File: src/design/abrd_pkg.sv
`default_nettype none

package abrd_pkg;

  localparam int unsigned SAMPLE_W = 16;
  localparam int unsigned WORD_W   = 2 * SAMPLE_W;
  localparam int unsigned TOTAL_W  = 32;
  localparam int unsigned BIU_W    = 5;
  localparam int unsigned FPB_W    = 7;
  localparam int unsigned CFG_W    = FPB_W;

  localparam logic [BIU_W-1:0] BIU_RESET = 5'd16;
  localparam logic [FPB_W-1:0] FPB_RESET = 7'd64;

  typedef enum logic {
    OP_PUSH = 1'b0,
    OP_PULL = 1'b1
  } abrd_op_e;

  typedef enum logic {
    CFG_BLOCKS_IN_USE    = 1'b0,
    CFG_FRAMES_PER_BLOCK = 1'b1
  } abrd_cfg_e;

  typedef enum logic {
    ST_IDLE = 1'b0,
    ST_PULL = 1'b1
  } abrd_state_e;

  typedef struct packed {
    logic wr_en;
    logic rd_en;
  } abrd_mem_ctl_t;

endpackage

`default_nettype wire

File: src/design/abrd_ctrl.sv
`default_nettype none

module abrd_ctrl import abrd_pkg::*; #(
  parameter int unsigned MAX_BLOCKS = 16,
  parameter int unsigned MAX_FRAMES = 64,
  parameter int unsigned BW         = 4,
  parameter int unsigned FW         = 6,
  parameter int unsigned AW         = 10
) (
  input  wire logic               clk_i,
  input  wire logic               rst_ni,
  input  wire logic               in_valid_i,
  output logic                    in_ready_o,
  input  wire logic               in_op_i,
  input  wire logic               cfg_valid_i,
  input  wire logic               cfg_index_i,
  input  wire logic [CFG_W-1:0]   cfg_data_i,
  input  wire logic               out_ready_i,
  output logic                    out_valid_o,
  output logic                    out_last_o,
  output logic                    out_from_o,
  output logic      [BIU_W-1:0]   out_avail_o,
  output logic      [TOTAL_W-1:0] out_overrun_o,
  output logic      [TOTAL_W-1:0] out_underrun_o,
  output logic      [TOTAL_W-1:0] out_produced_o,
  output logic      [TOTAL_W-1:0] out_consumed_o,
  output abrd_mem_ctl_t           mem_ctl_o,
  output logic      [AW-1:0]      waddr_o,
  output logic      [AW-1:0]      raddr_o
);

  abrd_state_e state_q, state_d;

  logic [BIU_W-1:0]   biu_q, biu_d;
  logic [FPB_W-1:0]   fpb_q, fpb_d;
  logic [BW-1:0]      head_q, head_d;
  logic [BW-1:0]      tail_q, tail_d;
  logic [BIU_W-1:0]   count_q, count_d;
  logic [FW-1:0]      wpos_q, wpos_d;
  logic [TOTAL_W-1:0] ovr_q, ovr_d;
  logic [TOTAL_W-1:0] und_q, und_d;
  logic [TOTAL_W-1:0] prod_q, prod_d;
  logic [TOTAL_W-1:0] cons_q, cons_d;
  logic [BW-1:0]      rblk_q, rblk_d;
  logic [FW-1:0]      rpos_q, rpos_d;
  logic               have_q, have_d;

  logic               out_valid_q;
  logic               out_last_q;
  logic               out_from_q;
  logic [BIU_W-1:0]   out_avail_q;
  logic [TOTAL_W-1:0] out_ovr_q;
  logic [TOTAL_W-1:0] out_und_q;
  logic [TOTAL_W-1:0] out_prod_q;
  logic [TOTAL_W-1:0] out_cons_q;

  logic [BIU_W-1:0] nb;
  logic [FPB_W-1:0] nf;
  logic             in_acc;
  logic             push_acc;
  logic             pull_acc;
  logic             issue;
  logic             adv;
  logic             fire;
  logic             last_beat;
  logic             drop;
  logic             commit;
  logic             have;

  always_comb begin
    if (int'(biu_q) > int'(MAX_BLOCKS)) begin
      nb = BIU_W'(MAX_BLOCKS);
    end else begin
      nb = biu_q;
    end
    if (fpb_q == '0) begin
      nf = FPB_W'(1);
    end else if (int'(fpb_q) > int'(MAX_FRAMES)) begin
      nf = FPB_W'(MAX_FRAMES);
    end else begin
      nf = fpb_q;
    end
  end

  assign in_ready_o = (state_q == ST_IDLE);
  assign in_acc     = in_valid_i && in_ready_o;
  assign push_acc   = in_acc && (in_op_i == OP_PUSH) && (nb != '0);
  assign pull_acc   = in_acc && (in_op_i == OP_PULL);
  assign issue      = (state_q == ST_PULL);
  assign adv        = !out_valid_q || out_ready_i;
  assign fire       = issue && adv;
  assign last_beat  = (int'(rpos_q) + 1 == int'(nf));
  assign drop       = push_acc && (wpos_q == '0) && (count_q >= nb);
  assign commit     = push_acc && (int'(wpos_q) + 1 == int'(nf));
  assign have       = (count_q != '0) && (nb != '0);

  assign mem_ctl_o.wr_en = push_acc;
  assign mem_ctl_o.rd_en = fire;
  assign waddr_o = AW'(int'(head_q) * int'(MAX_FRAMES) + int'(wpos_q));
  assign raddr_o = AW'(int'(rblk_q) * int'(MAX_FRAMES) + int'(rpos_q));

  always_comb begin
    state_d = state_q;
    biu_d   = biu_q;
    fpb_d   = fpb_q;
    head_d  = head_q;
    tail_d  = tail_q;
    count_d = count_q;
    wpos_d  = wpos_q;
    ovr_d   = ovr_q;
    und_d   = und_q;
    prod_d  = prod_q;
    cons_d  = cons_q;
    rblk_d  = rblk_q;
    rpos_d  = rpos_q;
    have_d  = have_q;

    if (cfg_valid_i) begin
      unique case (abrd_cfg_e'(cfg_index_i))
        CFG_BLOCKS_IN_USE:    biu_d = cfg_data_i[BIU_W-1:0];
        CFG_FRAMES_PER_BLOCK: fpb_d = cfg_data_i[FPB_W-1:0];
        default: ;
      endcase
      head_d  = '0;
      tail_d  = '0;
      count_d = '0;
      wpos_d  = '0;
    end

    if (push_acc) begin
      if (drop) begin
        tail_d = (int'(tail_q) + 1 == int'(nb)) ? '0 : BW'(int'(tail_q) + 1);
        ovr_d  = ovr_q + 1'b1;
      end
      if (commit) begin
        wpos_d = '0;
        head_d = (int'(head_q) + 1 == int'(nb)) ? '0 : BW'(int'(head_q) + 1);
        prod_d = prod_q + 1'b1;
      end else begin
        wpos_d = FW'(int'(wpos_q) + 1);
      end
      count_d = BIU_W'(int'(count_q) - int'(drop) + int'(commit));
    end

    unique case (state_q)
      ST_IDLE: begin
        if (pull_acc) begin
          rblk_d  = tail_q;
          rpos_d  = '0;
          have_d  = have;
          state_d = ST_PULL;
          if (have) begin
            tail_d  = (int'(tail_q) + 1 == int'(nb)) ? '0 : BW'(int'(tail_q) + 1);
            count_d = count_q - 1'b1;
            cons_d  = cons_q + 1'b1;
          end else begin
            und_d = und_q + 1'b1;
          end
        end
      end
      ST_PULL: begin
        if (fire) begin
          rpos_d = FW'(int'(rpos_q) + 1);
          if (last_beat) begin
            state_d = ST_IDLE;
          end
        end
      end
      default: state_d = ST_IDLE;
    endcase
  end

  always_ff @(posedge clk_i or negedge rst_ni) begin
    if (!rst_ni) begin
      state_q     <= ST_IDLE;
      biu_q       <= BIU_RESET;
      fpb_q       <= FPB_RESET;
      head_q      <= '0;
      tail_q      <= '0;
      count_q     <= '0;
      wpos_q      <= '0;
      ovr_q       <= '0;
      und_q       <= '0;
      prod_q      <= '0;
      cons_q      <= '0;
      rblk_q      <= '0;
      rpos_q      <= '0;
      have_q      <= 1'b0;
      out_valid_q <= 1'b0;
    end else begin
      state_q <= state_d;
      biu_q   <= biu_d;
      fpb_q   <= fpb_d;
      head_q  <= head_d;
      tail_q  <= tail_d;
      count_q <= count_d;
      wpos_q  <= wpos_d;
      ovr_q   <= ovr_d;
      und_q   <= und_d;
      prod_q  <= prod_d;
      cons_q  <= cons_d;
      rblk_q  <= rblk_d;
      rpos_q  <= rpos_d;
      have_q  <= have_d;
      if (adv) begin
        out_valid_q <= issue;
      end
    end
  end

  // capture the word's flags and totals as it enters the output stage
  always_ff @(posedge clk_i) begin
    if (fire) begin
      out_last_q  <= last_beat;
      out_from_q  <= have_q;
      out_avail_q <= count_q;
      out_ovr_q   <= ovr_q;
      out_und_q   <= und_q;
      out_prod_q  <= prod_q;
      out_cons_q  <= cons_q;
    end
  end

  assign out_valid_o    = out_valid_q;
  assign out_last_o     = out_last_q;
  assign out_from_o     = out_from_q;
  assign out_avail_o    = out_avail_q;
  assign out_overrun_o  = out_ovr_q;
  assign out_underrun_o = out_und_q;
  assign out_produced_o = out_prod_q;
  assign out_consumed_o = out_cons_q;

  a_count_bound: assert property (@(posedge clk_i) disable iff (!rst_ni)
    count_q <= nb)
    else $error("block count above ring size");

  a_no_write_in_pull: assert property (@(posedge clk_i) disable iff (!rst_ni)
    !(issue && mem_ctl_o.wr_en))
    else $error("store written while a block streams out");

  a_last_ends_pull: assert property (@(posedge clk_i) disable iff (!rst_ni)
    (fire && last_beat) |=> (state_q == ST_IDLE))
    else $error("pull did not end on its last frame");

  a_wpos_bound: assert property (@(posedge clk_i) disable iff (!rst_ni)
    int'(wpos_q) < int'(nf))
    else $error("write frame position beyond block");

  a_stall_holds: assert property (@(posedge clk_i) disable iff (!rst_ni)
    (out_valid_q && !out_ready_i) |=> (out_valid_q && $stable(out_last_q)))
    else $error("output word changed under stall");

endmodule

`default_nettype wire

File: config.mk
export PLATFORM = sky130hd
export DESIGN_NAME = abrd_ctrl
export DESIGN_NICKNAME = d
export VERILOG_FILES = /design/src/design/abrd_pkg.sv /design/src/design/abrd_ctrl.sv
export SDC_FILE = /design/constraint.sdc
export NUM_CORES = 1
export LEC_CHECK = 0
export ABC_AREA = 1
export BUFFER_PORTS_ARGS = -buffer_cell sky130_fd_sc_hd__clkbuf_2
export CORE_MARGIN = 2
export CORE_UTILIZATION = 35
export CTS_BUF_LIST = sky130_fd_sc_hd__clkbuf_4 sky130_fd_sc_hd__clkbuf_8 sky130_fd_sc_hd__clkbuf_16
export DETAILED_ROUTE_END_ITERATION = 8
export PLACE_DENSITY = 0.58
export SLEW_MARGIN = 10
export SYNTH_ARGS = -nofsm -noshare
export SYNTH_HDL_FRONTEND = slang
export SYNTH_SLANG_ARGS = --single-unit
File: constraint.sdc
create_clock -name clk_i -period 3.54 [get_ports clk_i]
set_input_delay 0 -clock clk_i [delete_from_list [all_inputs] [get_ports clk_i]]
set_output_delay 0 -clock clk_i [all_outputs]
set_load 0.01 [all_outputs]
# Yosys cells after proc, flatten, opt, wreduce, memory -nomap -nowiden

Cells that the tools add are included.

Add/subtract/negate cells: 13
Mux-type cells: 29
Order comparisons: 3
Bitwise operators: 4
Reduce and logical (&&, ||, !) cells: 24
Eq/ne operators: 6

Operator list:

| operator                                               | number |
|---|---|
| adder 32 x 1 -> 32 bit (second input constant)         | 4 |
| equality test 32 x 6 -> 1 bit                          | 2 |
| equality test 32 x 8 -> 1 bit                          | 2 |
| two-way mux 4 bit                                      | 11 |
| two-way mux 5 bit                                      | 6 |
| two-way mux 6 bit                                      | 5 |
| adder 10 x 6 -> 10 bit                                 | 2 |
| adder 6 x 1 -> 7 bit (second input constant)           | 2 |
| two-way mux 7 bit                                      | 2 |
| one-hot mux 6 bit (2 select lines)                     | 1 |
| AND reduction 2 bit                                    | 6 |
| adder 4 x 1 -> 5 bit (second input constant)           | 2 |
| nonzero test 5 bit                                     | 2 |
| logical AND 1 bit                                      | 9 |
| greater-than comparator 7 bit (second input constant)  | 1 |
| logical NOT 7 bit                                      | 1 |
| logical NOT 6 bit                                      | 1 |
| AND reduction 3 bit                                    | 2 |
| adder 5 x 2 -> 5 bit                                   | 1 |
| greater-or-equal comparator 5 bit                      | 1 |
| greater-than comparator 5 bit (second input constant)  | 1 |
| subtractor 5 x 1 -> 5 bit                              | 1 |
| subtractor 5 x 1 -> 5 bit (second input constant)      | 1 |
| inequality test 2 x 1 -> 1 bit (second input constant) | 2 |
| 6 further kinds                                        | 11 |

Word-level logic and storage cells: 101
Bits in registers: 307
Output and inout port bits: 159
Input port bits: 14

# Depth between registers and ports, before layout

Gate-level depths: netlist of the first run.

Depth in word-level cells: 12
Depth in mapped cells: 23
Gate-level depth less buffers: 22

# Worst setup path after synthesis of the first run

OpenSTA, ideal clock, no wires.

Path kind: reg-to-reg
Start: reg out_valid_q, in the netlist out_valid_o
End: reg rpos_q[1]
Buffers on the path: 0
Period minus slack after synthesis: 3.765 ns
Setup time: 0.076 ns
Arrival time: 3.690 ns
Required time: 3.464 ns
Stages on the path, launching flop included: 5
Setup slack: -0.225 ns
Cell sequence: dfrtp_1 -> nand2_1 -> nand2_1 -> inv_1 -> a22o_1

Word-level cells in the longest chain between the ends: 5

Ends and longest elaborated chain:

| what                                     | RTL line         | RTL |
|---|---|---|
| from (decl)                              | abrd_ctrl.sv:48  | `logic out_valid_q;` |
| from (signal assigned)                   | abrd_ctrl.sv:206 | `out_valid_q <= issue;` |
| logical NOT 1 bit                        | abrd_ctrl.sv:90  | `assign adv = !out_valid_q \|\| out_ready_i;` |
| logical OR 1 bit                         | abrd_ctrl.sv:90  |  |
| logical AND 1 bit                        | abrd_ctrl.sv:91  | `assign fire = issue && adv;` |
| via fire                                 | abrd_ctrl.sv:64  | `logic fire;` |
| inequality test 2 x 1 -> 1 bit (no line) | n/a              |  |
| AND reduction 2 bit (no line)            | n/a              |  |
| to (signal assigned)                     | abrd_ctrl.sv:203 | `rpos_q <= rpos_d;` |
| to (decl)                                | abrd_ctrl.sv:45  | `logic [FW-1:0] rpos_q, rpos_d;` |

The timed path passes the listed nets, and every way through them passes these cells.
A chain may end at the register's enable or synchronous reset.

# Final worst setup path of the first run

Start: reg biu_q[4]
End: reg count_q[4]

Word-level cells in the longest chain between the ends: 12
Elaborated cells between the ends (all ways): 15
Classes of those cells: add/sub (2); order compare (2); mux (5); reduce/logical (6)

Ends and longest elaborated chain:

| what                                                                      | RTL line         | RTL |
|---|---|---|
| from (decl)                                                               | abrd_ctrl.sv:34  | `logic [BIU_W-1:0] biu_q, biu_d;` |
| from (signal assigned)                                                    | abrd_ctrl.sv:192 | `biu_q <= biu_d;` |
| greater-than comparator 5 bit                                             | abrd_ctrl.sv:71  | `if (int'(biu_q) > int'(MAX_BLOCKS)) begin` |
| two-way mux 5 bit *                                                       | abrd_ctrl.sv:71  |  |
| branches (longest 9 deep; another with greater-or-equal comparator 5 bit) | n/a              |  |
| two-way mux 5 bit *                                                       | abrd_ctrl.sv:145 | `unique case (state_q)` |
| via count_d[4]                                                            | abrd_ctrl.sv:38  | `logic [BIU_W-1:0] count_q, count_d;` |
| to (signal assigned)                                                      | abrd_ctrl.sv:196 | `count_q <= count_d;` |
| to (decl)                                                                 | abrd_ctrl.sv:38  |  |

Mark *: on every way through the listed nets, which the timed path passes.

==> out/metrics.yaml, run 1 <==
routing:
  dr_total_vias: 11235
  drt_iter0_drc: 619
  avgViaCountPerCell: 4.83
  wl_um: 35600
  dr.pass1.iters: 5
  drc_errors: 0
  postRouteAntennaNets: 0
  wl_per_cell_um: 15.3
placed_design:
  gp_congestion: 0.923
  hpwlAfterDp_um: 25400
  port-buffer-count: 172
  place_inst: 2244
sta:
  setup_tns_ns: 0
  setup_viol: 0
  finalHoldViolCount: 0
  holdWs_ns: 0.124
  min_period_over_period_pct: 92.3
  fmax_ghz: 0.306
  skew_ns: 0.0177
  period_minus_slack_ns: 3.27
  slew_headroom_pct: 38.1
  worst_pin_slew_ns: 0.928
  slew_violations: 0
  grt_setup_unrepaired: "no"
setup_path:
  crit_path_end_kind: "flip-flop"
  path_buf_inv: 5
  cp_slowest_cell: "dfstp_2"
  cpPeakStageDelay_ns: 0.58
  timing.rr.start: "biu_q[4]"
  cp_top_family: "adder cells"
  crit_top_cell: "nand2_1"
  rr_worst_depth: 21
  crit_path_start_kind: "flip-flop"
  critPathMaxFanout: 6
  arrival_ns: 3.69
  worstReg2RegEnd: "count_q[4]"
  crit_chain: "inv_2, nand2_1, ha_1, nand2_1, inv_1, o21ai_1, nand4_1, nand2_1, inv_1, ha_1, inv_1, ha_1, inv_1, fa_2, nor2_1, nor2_1, o21bai_1, xor2_1, o22ai_1, nand2_1, nand2_1"
  cp_num_cells: 21
  critPathRequiredTime_ns: 3.96
  path_class: "flip-flop to flip-flop"
  regToRegSetupSlack_ns: 0.27
final_layout:
  layout_common_cells: "496 x nand2_1, 171 x clkbuf_2, 169 x nor2_1, 169 x dfrtp_1, 135 x edfxtp_1"
  utilization_pct: 42.4
  antenna_cells: 0
  syn_to_final_growth_pct: 19.2
  final_cell_count_no_fill: 2326
  final_common_cell: "nand2_1"
  layout-drive-gt1-share_pct: 16.0
  fin_nets: 1806
pwr:
  internal-power_uw: 7260
  power.density_mw_per_mm2: 586
  power.leakage_uw: 0.00795
  power_frac_seq_pct: 46.2
  p_switching_uw: 2940
  finalPower_uw: 10200
  clkPwrFrac_pct: 36.9
  peakVddDrop_mv: 0.271
  p_sw_share_pct: 28.9
  p_comb_share_pct: 16.9
synth:
  async_flop_share_pct: 56.0
  yosysSeqAreaShare_pct: 57.3
  ys.flop_type: "dfrtp_1"
  synth_warnings: 0
  netlist_instances: 1557
  syn-num-nets: 1595
  synth_edf_count: 135
  synth-seq-cells: 307
  synth.avg_cell_area_um2: 9.37
  netlist_area_mm2: 0.0146
  synth_cell_types: 42
floorplan:
  die-area_mm2: 0.0433
  fp-row-count: 74
  fp.dieH_um: 208
  fp.coreArea_mm2: 0.0410
  start_util_pct: 35.6
  io_pins: 173
  die_width_um: 208
global_route:
  grt_pass1_vias: 10932
  grt_first_pass_wirelength_um: 58300
  grt_usage_pct: 16.7
  grt-ovfl-total: 0
  grt_max_degree: 87
  antenna_found_initial: 0
clock_network:
  numCtsBuffers: 36
  clk-insertion-delay-late_ns: 0.54
  clock-sinks: 307
  cts_max_path_buffers: 3
  cts_max_level: 2
  clk_pin_slew_ns: 0.05
  cts_tree: "yes"
  cts_root_buf: "clkbuf_16"
status:
  status: "finished, final reports clean"
job:
  cap_violations: 0
hold_path:
  hp-class: "input pin to asynchronous set/reset pin"
[power groups by stage]
stage                     logic, uW  registers [uW]  clock network [uW]
after floorplan                 745            4980                   0
after global placement         1710            4770                   0
after detailed placement       1720            4790                   0
after CTS                      1750            4730                3890
after global routing           1900            4790                4020
final                          1720            4720                3770
[how the worst max path moves through the flow]
stage                            end  slack [ns]       from
after floorplan           count_q[4]        0.24   biu_q[4]
after global placement    count_q[4]        0.30  wpos_q[0]
after detailed placement  count_q[4]        0.23  wpos_q[0]
after CTS                 count_q[4]        0.22  wpos_q[0]
after global routing      count_q[4]        0.01   biu_q[4]
final                     count_q[4]        0.27   biu_q[4]
[area by class of cell]
type	count	area, um2
sequential	307	8360
multi-input combinational	1089	5530
timing repair buffer	203	1140
inverter	131	495
clock inverter	20	218
clock buffer	44	985
fill	4009	23600
tap	532	666
[cell families after synthesis]
family          count (synthesis)  synth area share [%]
compound gates                 50                  1.94
xor+xnor                      118                  7.08
fa+ha+maj                      24                  2.11
buf+inv                       161                  4.88
flops                         307                  57.3
mux                             1                0.0772
simple gates                  896                  26.6
[per-stage QoR]
stage,worst slack [ns],area (um2)
after floorplan,0.240,14600
after global placement,0.302,16000
after detailed placement,0.228,16000
after CTS,0.218,17400
after global routing,0.0121,17400
final,0.274,17400
[sequential cells by signal (all words and copies together), names as in the netlist, 5 cells and up]
name / flops
out_avail_o: 5
cons_q: 32
rpos_q: 6
prod_q: 32
biu_q: 5
out_overrun_o: 32
out_underrun_o: 32
out_consumed_o: 32
und_q: 32
fpb_q: 7
ovr_q: 32
out_produced_o: 32
wpos_q: 6
count_q: 5
[cells in the mapped netlist, types with 8 or more instances]
library cell	n	area share, %
ha_1	23	2.0
nand4_1	78	3.3
xor2_1	69	4.1
nor2_1	169	4.3
buf_2	11	0.38
nand2_1	498	13
edfxtp_1	135	28
nand3b_1	14	0.72
a21oi_1	8	0.27
xnor2_1	49	2.9
dfrtp_1	170	29
buf_6	10	0.77
nor3_1	35	1.2
nand3_1	71	2.4
inv_1	123	3.2
o21ai_0	25	0.86
[routing by layer]
layer  global-route usage, %  share of wire [%]  vias up
li1                        -                  -     5544
met3                    3.50                5.4       58
met2                    26.9                 47      265
met5                       0                  0        -
met4                    6.23                2.6        0
met1                    22.1                 45     5368
[timing repair]
| item | CTS | global route |
|---|---|---|
| endpoints found under the setup margin | 0 | 1 |
| buffers inserted | 0 | 1 |
| endpoints found under the hold margin | 109 | 0 |
| gates resized for setup | 0 | 6 |
| hold buffers | 17 | 0 |
(Power assumes the default switching activity.)
==> inputs of run 2 (changes only) <==
--- a/config.mk
+++ b/config.mk
@@ -11,7 +11,7 @@
 export CORE_UTILIZATION = 35
 export CTS_BUF_LIST = sky130_fd_sc_hd__clkbuf_4 sky130_fd_sc_hd__clkbuf_8 sky130_fd_sc_hd__clkbuf_16
 export DETAILED_ROUTE_END_ITERATION = 8
-export PLACE_DENSITY = 0.58
+export PLACE_DENSITY = 0.64
 export SLEW_MARGIN = 10
 export SYNTH_ARGS = -nofsm -noshare
 export SYNTH_HDL_FRONTEND = slang
==> run 2 against run 1 <==
Non-clock buffer count decreased by 2. Critical path type unchanged. Clock-buffer cell count grew 1. Cell area is 0.16% higher. First-iteration DRC count is 2.4% higher. Routed wire length shrank 0.57%.
==> out/metrics.yaml, run 2 (synthesized netlist as in run 1, its figures left out) <==
pwr:
  peakVddDrop_mv: 0.322
  power.leakage_uw: 0.00797
  power.density_mw_per_mm2: 589
routing:
  drt_iter0_drc: 634
  dr.pass1.iters: 5
  wl_per_cell_um: 15.2
  drc_errors: 0
  dr_total_vias: 11162
  postRouteAntennaNets: 0
  wl_um: 35400
  avgViaCountPerCell: 4.80
sta:
  finalHoldViolCount: 0
  slew_violations: 0
  grt_setup_unrepaired: "no"
  setup_tns_ns: 0
  setup_viol: 0
  worst_pin_slew_ns: 0.701
  period_minus_slack_ns: 3.26
  min_period_over_period_pct: 92.0
  fmax_ghz: 0.307
  setup_slack_ns: 0.285
  slew_headroom_pct: 53.3
  skew_ns: 0.0143
setup_path:
  critPathRequiredTime_ns: 3.97
  arrival_ns: 3.68
  cpPeakStageDelay_ns: 0.57
  crit_path_end_kind: "flip-flop"
  regToRegSetupSlack_ns: 0.28
  critPathMaxFanout: 6
  crit_path_start_kind: "flip-flop"
  crit_chain: "inv_2, nand2_2, ha_1, nand2_1, inv_1, o21ai_1, nand4_1, nand2_1, inv_1, ha_1, inv_1, ha_1, inv_1, fa_1, nor2_1, nor2_1, o21bai_1, xor2_1, o22ai_1, nand2_1, nand2_1"
  path_class: "flip-flop to flip-flop"
  cp_slowest_cell: "dfstp_2"
final_layout:
  antenna_cells: 0
  fin_nets: 1804
  layout-drive-gt1-share_pct: 15.9
  syn_to_final_growth_pct: 19.4
  final_common_cell: "nand2_1"
  layout_common_cells: "496 x nand2_1, 171 x clkbuf_2, 169 x nor2_1, 169 x dfrtp_1, 135 x edfxtp_1"
floorplan:
  fp.dieH_um: 208
  start_util_pct: 35.6
  die_width_um: 208
  fp-row-count: 74
  die-area_mm2: 0.0433
  io_pins: 173
  fp.coreArea_mm2: 0.0410
global_route:
  grt_pass1_vias: 10987
  grt_first_pass_wirelength_um: 58100
  grt_usage_pct: 16.6
  antenna_found_initial: 0
  grt-ovfl-total: 0
  grt_max_degree: 94
clock_network:
  numCtsBuffers: 36
  clock-sinks: 307
  cts_root_buf: "clkbuf_16"
  clk_pin_slew_ns: 0.06
  clk-insertion-delay-late_ns: 0.54
  cts_max_level: 2
  cts_tree: "yes"
  cts_max_path_buffers: 3
placed_design:
  hpwlAfterDp_um: 25100
  port-buffer-count: 172
  pre_cts_ws_ns: 0.194
  gp_congestion: 0.910
hold_path:
  hp-class: "input pin to asynchronous set/reset pin"
status:
  status: "finished, final reports clean"
job:
  cap_violations: 0
[run 2: cell count changes in the layout (fill, tap and decap cells not counted), moves of 2 or more]
| cell | previous run | this run |
|---|---|---|
| clkbuf_4 | 6 | 8 |
| clkinvlp_4 | 6 | 3 |
| buf_4 | 14 | 11 |
| buf_12 | 0 | 2 |
| clkinv_2 | 7 | 3 |
| clkinv_4 | 0 | 5 |
[run 2: layout make-up]
| cell class | instances | area (um2) |
|---|---|---|
| inverters | 131 | 495 |
| clock inverters | 19 | 244 |
| repair buffers | 201 | 1150 |
| clock buffers | 45 | 986 |
| well taps | 532 | 666 |
| multi-input cells | 1089 | 5520 |
| flip-flops and latches | 307 | 8360 |
| fillers | 3955 | 23600 |
[run 2: metal layers]
metal	global-route usage (%)	wire, um
met5	0	0
met4	6.18	1100
met3	3.73	1960
met2	26.8	16400
met1	21.9	15900
[run 2: final timing paths]
| check | from | to | depth (start not counted) |
|---|---|---|---|
| max reg2reg | biu_q[4] | count_q[4] | 21 |
| max in group asynchronous | rst_ni | und_q[5] | 3 |
| min in group clk_i | cfg_data_i[5] | fpb_q[5] | 3 |
| min | rst_ni | issue | 2 |
| min reg2reg | have_q | out_from_o | 0 |
| max | biu_q[4] | count_q[4] | 21 |
[run 2: critical path: cells and delay by family (launching register included)]
family	cells	cell delay [ns]
AOI/OAI and AO/OA	3	0.34
xor gates and xnor gates	1	0.17
adders and majority gates	4	1.10
buffers and inverters	5	0.30
DFF	1	0.57
and+or+nand+nor	8	0.69
[run 2: stage by stage]
step	total power [uW]	util (%)	area [um2]	instances	hold WS, ns
4_1_cts	10400	42.4	17400	2322	0.0765
6_report	10300	42.5	17400	2324	0.0690
3_3_place_gp	6480	39.0	16000	2242	0.0790
5_1_grt	10800	42.5	17400	2324	0.129
2_1_floorplan	5730	-	14600	1557	-0.296
3_5_place_dp	6520	39.0	16000	2242	0.0856
[run 2: timing repair]
action | CTS | global route
hold buffers | 16 | 0
hold endpoints to repair | 97 | 0
resized for setup | 0 | 5
endpoints found under the setup margin | 0 | 1
buffers inserted | 0 | 2
[run 2: power by group]
part / total (uW) / switching, uW / internal, uW
Combinational: 1710 / 1150 / 557
Sequential: 4710 / 294 / 4420
Clock: 3840 / 1490 / 2360
